### src/rtl/cji_pkg.sv
// ----------------------------------------------------------------------------
// cji_pkg
// Shared types and constants of the cubic joint interpolator.
// ----------------------------------------------------------------------------
package cji_pkg;

    localparam int QBITS = 31;  // quotient s in Q1.30, 0..2^30

    localparam logic [1:0] MODE_CUBIC  = 2'd0;
    localparam logic [1:0] MODE_BEFORE = 2'd1;
    localparam logic [1:0] MODE_AFTER  = 2'd2;

    localparam logic REG_START_TIME    = 1'b0;
    localparam logic REG_MOVE_DURATION = 1'b1;

    typedef struct packed {
        logic        [31:0] now_time;
        logic signed [31:0] start_position;
        logic signed [31:0] start_velocity;
        logic signed [31:0] goal_position;
    } cji_in_t;

    typedef struct packed {
        logic signed [31:0] joint_position;
        logic               saturated;
    } cji_out_t;

    // payload handed from cell to cell
    typedef struct packed {
        logic [1:0]         mode;
        logic signed [31:0] q0;
        logic signed [31:0] v0;
        logic signed [31:0] qg;
        logic [31:0]        tau;
        logic [32:0]        rem;
        logic [QBITS-1:0]   quo;
    } cji_cell_t;

endpackage

### src/rtl/cji_div_cell.sv
// ----------------------------------------------------------------------------
// cji_div_cell
// One restoring-division step: produces one quotient bit of tau*2^30/dur.
// ----------------------------------------------------------------------------
module cji_div_cell (
    input  logic                clk,
    input  logic                rst_n,
    input  logic                adv,
    input  logic [31:0]         dur,
    input  logic                valid_in,
    input  cji_pkg::cji_cell_t  cell_in,
    output logic                valid_out,
    output cji_pkg::cji_cell_t  cell_out
);
    import cji_pkg::*;

    logic               valid_reg;
    cji_cell_t          cell_reg;
    cji_cell_t          cell_next;
    logic [32:0]        diff;
    logic               take;
    logic [32:0]        r;

    always_comb
    begin
        diff      = cell_in.rem - {1'b0, dur};
        take      = (cell_in.rem >= {1'b0, dur});
        r         = take ? diff : cell_in.rem;
        cell_next = cell_in;
        cell_next.rem = {r[31:0], 1'b0};   // r < dur, so doubling fits
        cell_next.quo = {cell_in.quo[QBITS-2:0], take};
    end

    always_ff @(posedge clk or negedge rst_n)
    begin
        if (!rst_n)
        begin
            valid_reg <= 1'b0;
        end
        else if (adv)
        begin
            valid_reg <= valid_in;
        end
    end

    always_ff @(posedge clk)
    begin
        if (adv)
        begin
            cell_reg <= cell_next;
        end
    end

    assign valid_out = valid_reg;
    assign cell_out  = cell_reg;

endmodule

### config.mk
export PLATFORM = sky130hd
export DESIGN_NAME = cji_div_cell
export DESIGN_NICKNAME = d
export VERILOG_FILES = /design/src/rtl/cji_pkg.sv /design/src/rtl/cji_div_cell.sv
export SDC_FILE = /design/constraint.sdc
export NUM_CORES = 1
export LEC_CHECK = 0
export BUFFER_PORTS_ARGS = -buffer_cell sky130_fd_sc_hd__buf_4
export CORE_MARGIN = 1
export CORE_UTILIZATION = 25
export DETAILED_ROUTE_END_ITERATION = 10
export PLACE_DENSITY = 0.59
export SYNTH_ARGS = -nofsm -noshare
export SYNTH_HDL_FRONTEND = slang
export SYNTH_SLANG_ARGS = --single-unit
### constraint.sdc
create_clock -name clk -period 0.9 [get_ports clk]
set_input_delay 0.27 -clock clk [delete_from_list [all_inputs] [get_ports clk]]
set_output_delay 0.27 -clock clk [all_outputs]
set_load 0.02 [all_outputs]
### Word level (Yosys, flattened, before mapping)

Index checks and enable logic that the tools add are counted.

* word-level logic and storage cells: 11
* input bits: 230
* register bits: 194

* muxes and demuxes: 1
* add/sub/neg operators: 1
* magnitude comparators: 1

Operator list (number)
* 33-bit by 32-bit >= comparator with 1-bit output: 1
* 32-bit 2-to-1 mux: 1
* 32-bit subtractor: 1

### Longest topological paths before layout

Gate-level depths: netlist of the first run.

* depth in word-level cells: 2
* depth in mapped cells: 13
* gate-level depth less buffers: 12

### Worst setup path before layout of the first run

No wires, ideal clock.

* path type: input-to-reg
* start point: in dur[7]
* end point: reg cell_reg (netlist bit cell_out[45]), data pin
* stages on the path: 12
* buffers on the path: 2
* arrival time: 2.784 ns
* slack: -2.146 ns
* path through: inv_1 -> ha_1 -> buf_2 -> nand4_1 -> or4_1 -> a21oi_1 -> nor3_1 -> a211oi_2 -> o21ai_2 -> o31ai_4 -> buf_4 -> mux2_1

* longest elaborated chain between the ends: 2

Ends and longest elaborated chain
* start: declaration: line cji_div_cell.sv:9 `input logic [31:0] dur,`
* 32-bit subtractor / 33-bit by 32-bit >= comparator with 1-bit output (equally long branches): line cji_div_cell.sv:26, cji_div_cell.sv:27
* 32-bit 2-to-1 mux *: line cji_div_cell.sv:28 `r = take ? diff : cell_in.rem;`
* via r[13]: line cji_div_cell.sv:22 `logic [32:0] r;`
* end signal: assignment: line cji_div_cell.sv:50 `cell_reg <= cell_next;`
* end: declaration: line cji_div_cell.sv:18 `cji_cell_t cell_reg;`

The timed path passes the listed nets; every way through them passes the cells marked *.
A chain may end at the register's enable or synchronous reset.

### Worst setup path in the final report of the first run

* start point: in cell_in[31] (netlist bit)
* end point: reg cell_reg (netlist bit cell_out[62]), data pin

* longest elaborated chain between the ends: 2

Ends and longest elaborated chain
* start: declaration: line cji_div_cell.sv:11 `input cji_pkg::cji_cell_t cell_in,`
* 32-bit subtractor / 33-bit by 32-bit >= comparator with 1-bit output (equally long branches): line cji_div_cell.sv:26, cji_div_cell.sv:27
* 32-bit 2-to-1 mux *: line cji_div_cell.sv:28
* via r[30]: line cji_div_cell.sv:22

Marked as above.

==> run_results.csv, run 1 <==
group,metric,value,unit
detailed_routing,wl,32020,µm
cts,clock_sinks,194,
sta,rsz0062_at_grt,"yes",
synth,synthArstFlopShare,0.005155,
synth,yosys_most_used_dff,"edfxtp_1",
synth,ys_types,50,
floorplan,ios,425,
power,total_power,26630,µW
finish,syn_to_final_growth,99.75,%
cts,cts_inserted_buffers,17,
min_path,worstHoldStart,"valid_in",
finish,seqCellArea,5821,µm²
sta,finClkSkew,0,ns
finish,multi_input_area,2301,µm²
worst_setup_path,start_kind,"primary input",
synth,avgSynthCellArea,14.86,µm²
worst_setup_path,arrival,2.78,ns
worst_setup_path,regToRegEndpoint,"valid_out",
worst_setup_path,cp-end-kind,"flip-flop",
sta,holdWs,0.07514,ns
detailed_routing,vias,7321,
synth,synth_warnings,0,
finish,final_cell_mix,"buf_4 (325), buf_6 (212), edfxtp_1 (193)",
placement,io_buffers,422,
detailed_routing,routedWlPerCell,19.20,µm
sta,setup_viol,227,
worst_setup_path,cp_max_fo,2,
floorplan,die-width,181.5,µm
worst_setup_path,r2r_cells,1,
worst_setup_path,max_stage_delay,0.40,ns
detailed_routing,drtPass1Iterations,4,
synth,synthesis.area,8053,µm²
min_path,hp-class,"in2reg",
floorplan,initial_utilization,0.2545,
cts,clk_path_buf_depth,2,
finish,num-fill-cells,2617,
synth,synth_nets,805,
min_path,holdPathEnd,"valid_out",
synth,ys_ff_latch,194,
sta,finalHoldViolCount,0,
detailed_routing,ant_nets,0,
detailed_routing,drc,0,
power,ir_drop,1.246,mV
cts,cts_tree,"done",
detailed_routing,drtIter0Drc,381,
status,run_status,"finished with violations",
finish,layout-drive-gt1-share,0.5087,
floorplan,num_rows,65,
cts,clockRootBuffer,"clkbuf_16",
global_route,grt_usage,0.1941,
worst_setup_path,cp_slowest_cell,"fa_2",
synth,synth_cells,542,
finish,num_antenna_cells,0,
sta,drv_slew,0,
cts,cts_max_level,4,
placement,place_ws,-2.311,ns
placement,gp_congestion,0.8407,
sta,period_share,2.861,
worst_setup_path,cpMostUsedCell,"a21oi_4",
floorplan,die_area,32930,µm²
status,violations,"setup timing",
global_route,grt_pass1_vias,7827,
detailed_routing,viasPerCell,4.389,
placement,hpwl,22750,µm
worst_setup_path,cp_cell_sequence,"buf_8, inv_4, ha_4, fa_2, nand2b_4, a21oi_4, o21ai_2, o311a_1, a31oi_4, a21oi_4, o41ai_2, xor2_1, mux2_4",
power,power_density,1656,nW/µm²
flow_run,cap_violations,0,
worst_setup_path,regToRegSetupSlack,0.13,ns
global_route,antenna_found_initial,1,
floorplan,die_h,181.5,µm
min_path,hold_path_depth,2,
power,leakagePower,0.006920,µW
sta,fin_crit,2.575,ns
synth,synth-seq-area-share,0.7228,
finish,fin_nets,1518,
synth,synth_edf_count,193,
sta,achievable-frequency,388.3,MHz
global_route,grt_overflow,0,
global_route,grt_pass1_wl,47310,µm
finish,mostFrequentLayoutCell,"buf_4",
cts,clock_latency,0.43,ns
worst_setup_path,worstReg2RegStart,"valid_out",
sta,fin_ws,-1.675,ns
worst_setup_path,crit_type,"in2reg",
global_route,grt_max_degree,23,
worst_setup_path,crit_required,1.10,ns
floorplan,core,31640,µm²
cts,path_clk_slew,0.07,ns
finish,fin_util,0.5084,
==> layout make-up <==
cell class              instances  share of cell area
clock buffers                  17             0.02645
clock inverters                13            0.009956
multi-input cells             291              0.1430
repair buffers                713              0.4176
well taps                     402             0.03127
flip-flops and latches        194              0.3619
inverters                      38            0.009801
==> synth_stat cells, types with 2 or more instances <==
cell / count / area share
edfxtp_1: 193 / 0.72
a21oi_1: 56 / 0.035
inv_1: 38 / 0.018
nor2_1: 35 / 0.016
ha_1: 32 / 0.050
nand2_1: 26 / 0.012
o21ai_0: 16 / 0.0099
xnor2_1: 15 / 0.016
a21o_1: 12 / 0.011
xor2_1: 12 / 0.013
buf_2: 8 / 0.0050
nand3_1: 8 / 0.0050
nand4_1: 8 / 0.0062
mux2_2: 7 / 0.0098
clkbuf_1: 6 / 0.0028
o21a_1: 6 / 0.0056
a31oi_1: 5 / 0.0039
buf_4: 4 / 0.0037
mux2_1: 4 / 0.0056
nor4_1: 4 / 0.0031
o211ai_1: 4 / 0.0037
a211oi_1: 3 / 0.0028
nand2b_1: 3 / 0.0023
nor2b_1: 3 / 0.0023
o21bai_1: 3 / 0.0028
a2bb2oi_1: 2 / 0.0022
and2_1: 2 / 0.0016
and4_1: 2 / 0.0022
nor3_1: 2 / 0.0012
o22ai_1: 2 / 0.0016
or4_1: 2 / 0.0019
==> how the worst max path moves through the flow <==
stage | start | end | slack [ns] | cells past startpoint
2_1_floorplan | dur[7] | cell_out[45] | -2.03 | 12
3_3_place_gp | dur[0] | cell_out[62] | -2.28 | 12
3_5_place_dp | dur[0] | cell_out[62] | -2.31 | 12
4_1_cts | dur[15] | cell_out[35] | -1.67 | 12
5_1_grt | cell_in[31] | cell_out[62] | -1.76 | 13
6_report | cell_in[31] | cell_out[62] | -1.68 | 13
==> report_power, final <==
| part | total, µW | internal [µW] | switching (µW) |
|---|---|---|---|
| logic | 7460 | 4040 | 3430 |
| clock network | 7800 | 4350 | 3450 |
| registers | 11400 | 10900 | 424 |
==> repair_timing <==
action | CTS | global route
endpoints found under the hold margin | 161 | 0
buffers inserted | 8 | 4
endpoints found under the setup margin | 227 | 227
gates cloned | 1 | 0
hold buffers | 161 | 0
pin swaps | 5 | 10
resized for setup | 237 | 33
==> sequential cells by signal, indices dropped and copies added, names as in the netlist <==
register,count
cell_out,193
valid_out,1
==> routing by layer <==
layer  part of all wire  up-vias  GRT usage
met2               0.50      312     0.3391
met4              0.056        2     0.1129
met3              0.056       77    0.04533
li1                   -     3450          -
met1               0.39     3480     0.2159
met5            0.00041        -          0
==> critical path: cells and delay by family <==
kind	cells	cell delay, ns
xor gates and xnor gates	1	0.11
muxes	1	0.26
buffers and inverters	2	0.10
AOI/OAI and AO/OA	6	1.31
and+or+nand+nor	1	0.17
adders and majority gates	2	0.55
==> through the flow <==
stage	instance area [µm²]	TNS (ns)	cells
5_1_grt	16090	-129.25	1668
3_3_place_gp	12790	-93.08	1467
6_report	16090	-118.32	1668
3_5_place_dp	12790	-93.82	1467
2_1_floorplan	8218	-63.86	542
4_1_cts	15970	-123.16	1667
==> cells by family (layout without fill, tap and decap cells) <==
logic type,count (synthesis),count (layout),synth area share
other cells,1,1,0.0004657
flops,194,194,0.7228
compound gates,119,119,0.09090
mux,12,12,0.01663
simple gates,99,99,0.05780
fa+ha+maj,33,33,0.05221
xor+xnor,27,27,0.02937
buf+inv,57,781,0.02983
(Power assumes the default switching activity.)
==> run 2, diff against run 1 <==
CORE_AREA = 2 2 167 169   (was unset)
CORE_MARGIN = unset   (was 1)
CORE_UTILIZATION = unset   (was 25)
DIE_AREA = 0 0 169 171   (was unset)
PLACE_DENSITY = unset   (was 0.59)
==> run_results.csv, run 2 (synthesized netlist as in run 1, its figures left out) <==
group,metric,value,unit
detailed_routing,vias,7296,
detailed_routing,drtIter0Drc,483,
power,leakagePower,0.006877,µW
floorplan,die_area,28900,µm²
detailed_routing,wl,32220,µm
sta,tightest_slew,0.5138,ns
worst_setup_path,cp-end-kind,"flip-flop",
global_route,met2_usage,0.3740,
sta,holdWs,0.02623,ns
worst_setup_path,arrival,2.73,ns
placement,io_buffers,422,
worst_setup_path,start_kind,"primary input",
floorplan,die_h,171,µm
worst_setup_path,cp_slowest_cell,"or4_4",
floorplan,core,27320,µm²
floorplan,ios,425,
finish,fin_util,0.5861,
sta,period_share,2.834,
global_route,grt_overflow,0,
status,run_status,"finished with violations",
detailed_routing,ant_nets,0,
sta,fin_setup_tns,-117.43,ns
power,intPower,18730,µW
placement,gp_congestion,0.8571,
cts,cts_tree,"done",
status,violations,"setup timing",
cts,clock_latency,0.43,ns
worst_setup_path,max_stage_delay,0.53,ns
finish,num-fill-cells,2098,
worst_setup_path,crit_required,1.07,ns
floorplan,initial_utilization,0.2947,
global_route,grt_max_degree,24,
sta,finClkSkew,0,ns
cts,path_clk_slew,0.07,ns
finish,mostFrequentLayoutCell,"buf_4",
cts,clock_sinks,194,
finish,syn_to_final_growth,98.87,%
detailed_routing,viasPerCell,4.549,
flow_run,cap_violations,0,
floorplan,die-width,169,µm
cts,clockRootBuffer,"clkbuf_16",
finish,fin_nets,1505,
sta,max-slew-margin-rel,0.6559,
global_route,grt_pass1_vias,7619,
finish,final_area,16010,µm²
global_route,grt_pass1_wl,46030,µm
sta,finalHoldViolCount,0,
power,power_density,1648,nW/µm²
finish,layout-drive-gt1-share,0.5227,
cts,cts_inserted_buffers,17,
worst_setup_path,cp_cell_sequence,"buf_8, inv_4, ha_4, nand4_1, or4_4, a21oi_4, nor3_4, a211oi_2, o21ai_2, o31ai_4, buf_6, buf_12, mux2_4",
worst_setup_path,crit_type,"in2reg",
placement,post_dp_cell_area,12630,µm²
worst_setup_path,regToRegSetupSlack,0.13,ns
finish,final_cell_mix,"buf_4 (315), buf_6 (213), edfxtp_1 (193)",
power,seq_power_share,0.431,
placement,hpwl,22600,µm
finish,largest_register_ffs,193,
detailed_routing,drc,0,
global_route,busiest_layer,"met2",
sta,achievable-frequency,392.0,MHz
min_path,hp-class,"in2reg",
power,swShare,0.2905,
detailed_routing,routedWlPerCell,20.08,µm
global_route,antenna_found_initial,4,
cts,cts_max_level,4,
sta,drv_slew,0,
worst_setup_path,cp_max_fo,6,
sta,rsz0062_at_grt,"yes",
power,p_clk_frac,0.283,
detailed_routing,drtPass1Iterations,5,
global_route,gr-usage-met1,0.2507,
global_route,met3_usage,0.04673,
power,ir_drop,0.9160,mV
sta,fin_ws,-1.651,ns
cts,clk_path_buf_depth,2,
sta,fin_crit,2.551,ns
sta,setup_viol,227,
power,p_sw,7667,µW
power,p_comb_frac,0.286,
floorplan,num_rows,61,
global_route,grt_usage,0.2146,
run 2: cell count changes in the layout (fill, tap and decap cells not counted), moves of 4 or more:
| cell | change |
|---|---|
| mux2_2 | -6 |
| ha_4 | +4 |
| ha_1 | -4 |
| nor2_1 | -8 |
| dlygate4sd3_1 | -7 |
| buf_4 | -10 |
| nor2_2 | +8 |
| a21oi_1 | -4 |
| buf_8 | +5 |
| mux2_4 | +6 |
run 2: power groups by stage:
stage | combinational [µW] | sequential (µW) | clock (µW)
detailed placement | 5960 | 11400 | 0
global placement | 5910 | 11400 | 0
finish | 7540 | 11400 | 7470
CTS | 7340 | 11300 | 7670
floorplan | 1530 | 12400 | 0
global route | 7960 | 11400 | 8000
run 2: final timing paths:
check                               end  cells after the start   startpoint
setup / recovery           cell_out[36]                     13      dur[15]
hold / removal             cell_out[99]                      1  cell_in[99]
setup reg to reg              valid_out                      1    valid_out
hold reg to reg               valid_out                      1    valid_out
max in group asynchronous     valid_out                      2        rst_n
min in group asynchronous     valid_out                      2        rst_n
run 2: metrics by stage:
stage | total power (µW) | std cells | worst slack (ns)
finish | 26400 | 1604 | -1.651
global route | 27400 | 1604 | -1.717
CTS | 26350 | 1598 | -1.666
detailed placement | 17330 | 1403 | -2.294
global placement | 17270 | 1403 | -2.232
floorplan | 13980 | 542 | -2.028
run 2: layout make-up:
type                    instances  area (µm²)  share of cell area
diodes                          3       7.507           0.0004688
clock buffers                  18       429.2             0.02680
clock inverters                14       140.1            0.008751
inverters                      38       157.7            0.009845
multi-input cells             291        2407              0.1503
flip-flops and latches        194        5821              0.3635
well taps                     346       432.9             0.02703
repair buffers                700        6619              0.4133
run 2: layer usage:
| layer | vias up | share of wire | wire, µm |
|---|---|---|---|
| met5 | - | 0.00040 | 13 |
| met4 | 2 | 0.046 | 1488 |
| met1 | 3463 | 0.39 | 12400 |
| li1 | 3439 | - | - |
| met3 | 68 | 0.061 | 1963 |
| met2 | 324 | 0.51 | 16350 |
run 2: repair_timing:
item / in CTS / in global routing
gates resized for setup: 256 / 45
endpoints found under the setup margin: 227 / 227
hold buffers: 153 / 1
setup buffers: 9 / 4
pin swaps: 27 / 10
cloned: 1 / 0
hold endpoints to repair: 153 / 1
run 2: worst max-delay path, delay by kind of cell:
family                   cells  cell delay, ns
buffers and inverters        4            0.38
adder cells (fa/ha/maj)      1            0.25
multiplexers                 1            0.30
AND/OR/NAND/NOR              3            0.76
AO/OA/AOI/OAI                4            0.76
==> run 3, diff against run 2 <==
CAP_MARGIN = 20   (was unset)
CORE_AREA = 2 2 163 165   (was 2 2 167 169)
DIE_AREA = 0 0 165 167   (was 0 0 169 171)
SKIP_CTS_REPAIR_TIMING = 1   (was unset)
==> run_results.csv, run 3 (synthesized netlist as in run 1, its figures left out) <==
group,metric,value,unit
cts,clk_path_buf_depth,2,
flow_run,cap_violations,0,
floorplan,die_area,27560,µm²
power,power_density,1732,nW/µm²
worst_setup_path,worstReg2RegStart,"valid_out",
cts,cts_tree,"done",
finish,layout-drive-gt1-share,0.5141,
cts,cts_inserted_buffers,17,
finish,mostFrequentLayoutCell,"buf_4",
sta,max-slew-margin-rel,0.5661,
min_path,worstHoldStart,"cell_in[11]",
sta,period_share,2.985,
floorplan,initial_utilization,0.3126,
worst_setup_path,cp-end-kind,"flip-flop",
worst_setup_path,crit_required,1.09,ns
power,total_power,26420,µW
detailed_routing,wl,31200,µm
floorplan,num_rows,59,
placement,io_buffers,422,
global_route,grt_overflow,0,
finish,fin_util,0.5919,
floorplan,ios,425,
floorplan,die-width,165,µm
placement,gp_congestion,0.8397,
finish,fin_nets,1452,
placement,hpwl,23070,µm
finish,final_cell_mix,"buf_4 (323), buf_6 (203), edfxtp_1 (193)",
finish,num-fill-cells,2033,
sta,drv_slew,0,
cts,clock_latency,0.43,ns
detailed_routing,viasPerCell,4.613,
sta,tightest_slew,0.6478,ns
sta,rsz0062_at_grt,"yes",
detailed_routing,drtIter0Drc,445,
detailed_routing,routedWlPerCell,20.29,µm
worst_setup_path,crit_type,"in2reg",
floorplan,core,25760,µm²
cts,cts_max_level,4,
detailed_routing,ant_nets,0,
detailed_routing,vias,7095,
global_route,grt_pass1_wl,40430,µm
detailed_routing,drc,0,
status,run_status,"finished with violations",
power,ir_drop,1.021,mV
min_path,hp-class,"in2reg",
cts,clock_sinks,194,
global_route,grt_max_degree,47,
placement,post_dp_cell_area,12540,µm²
finish,syn_to_final_growth,89.37,%
worst_setup_path,cp_max_fo,8,
global_route,antenna_found_initial,1,
global_route,grt_usage,0.1997,
sta,finalHoldViolCount,0,
power,leakagePower,0.006630,µW
sta,fin_ws,-1.786,ns
detailed_routing,drtPass1Iterations,4,
cts,clockRootBuffer,"clkbuf_16",
cts,path_clk_slew,0.09,ns
sta,achievable-frequency,372.3,MHz
finish,multi_input_area,2238,µm²
global_route,grt_pass1_vias,6668,
finish,seqCellArea,5821,µm²
floorplan,die_h,167,µm
sta,fin_crit,2.686,ns
worst_setup_path,startpoint,"dur[17]",
placement,place_ws,-2.262,ns
finish,largest_register_ffs,193,
sta,finClkSkew,0,ns
worst_setup_path,start_kind,"primary input",
sta,setup_viol,227,
status,violations,"setup timing",
finish,final_area,15250,µm²
worst_setup_path,arrival,2.87,ns
## run 3: changes by cell type in the layout (fill, tap and decap cells not counted), moves of 5 or more
cell	change
dlygate4sd3_1	-41
buf_6	-10
buf_4	+8
nor2_1	+8
nor2_2	-8
buf_8	-6
a21oi_1	+5
ha_1	+5
ha_4	-5
## run 3: worst paths after layout
kind | to | cells past startpoint | slack (ns)
setup reg to reg | valid_out | 1 | 0.14
hold reg to reg | valid_out | 1 | 0.55
min in group asynchronous | valid_out | 2 | 0.15
max in group asynchronous | valid_out | 2 | 0.67
setup / recovery | cell_out[39] | 12 | -1.79
hold / removal | cell_out[12] | 1 | 0.02
## run 3: per-layer routing
metal | track usage | vias up | part of all wire
li1 | - | 3323 | -
met1 | 0.2240 | 3402 | 0.36
met2 | 0.3543 | 300 | 0.52
met3 | 0.06625 | 68 | 0.084
met4 | 0.06389 | 2 | 0.035
met5 | 0 | - | 0.00058
## run 3: area by class of cell
| type | instances | share of cell area |
|---|---|---|
| inverter | 38 | 0.01034 |
| multi-input combinational | 291 | 0.1468 |
| tap | 335 | 0.02749 |
| antenna | 1 | 0.0001641 |
| clock buffer | 17 | 0.02790 |
| clock inverter | 15 | 0.01313 |
| sequential | 194 | 0.3817 |
| timing repair buffer | 647 | 0.3925 |
## run 3: report_power, final
group	total [µW]	switching (µW)	internal (µW)	leakage, µW
Combinational	7070	3290	3780	0.00443
Sequential	11400	416	10900	0.00190
Clock	7990	4130	3860	0.000302
Total	26400	7840	18600	0.00663
## run 3: worst max-delay path, cell delays in order
cell and delay, ns:
buf_6 0.08, inv_4 0.03, ha_4 0.25, nand4_1 0.20, or4_1 0.57, a21oi_2 0.17, nor3_4 0.06, a211oi_2 0.24
o21ai_2 0.12, o31ai_4 0.36, buf_6 0.21, mux2_4 0.31
## run 3: per-stage QoR
step	setup TNS, ns	std cells	hold slack (ns)
6_report	-122.38	1538	0.01711
5_1_grt	-133.63	1537	-0.0006413
4_1_cts	-126.17	1420	-0.4323
3_5_place_dp	-102.27	1388	0.04685
3_3_place_gp	-103.26	1388	0.04572
2_1_floorplan	-63.86	542	-0.02559
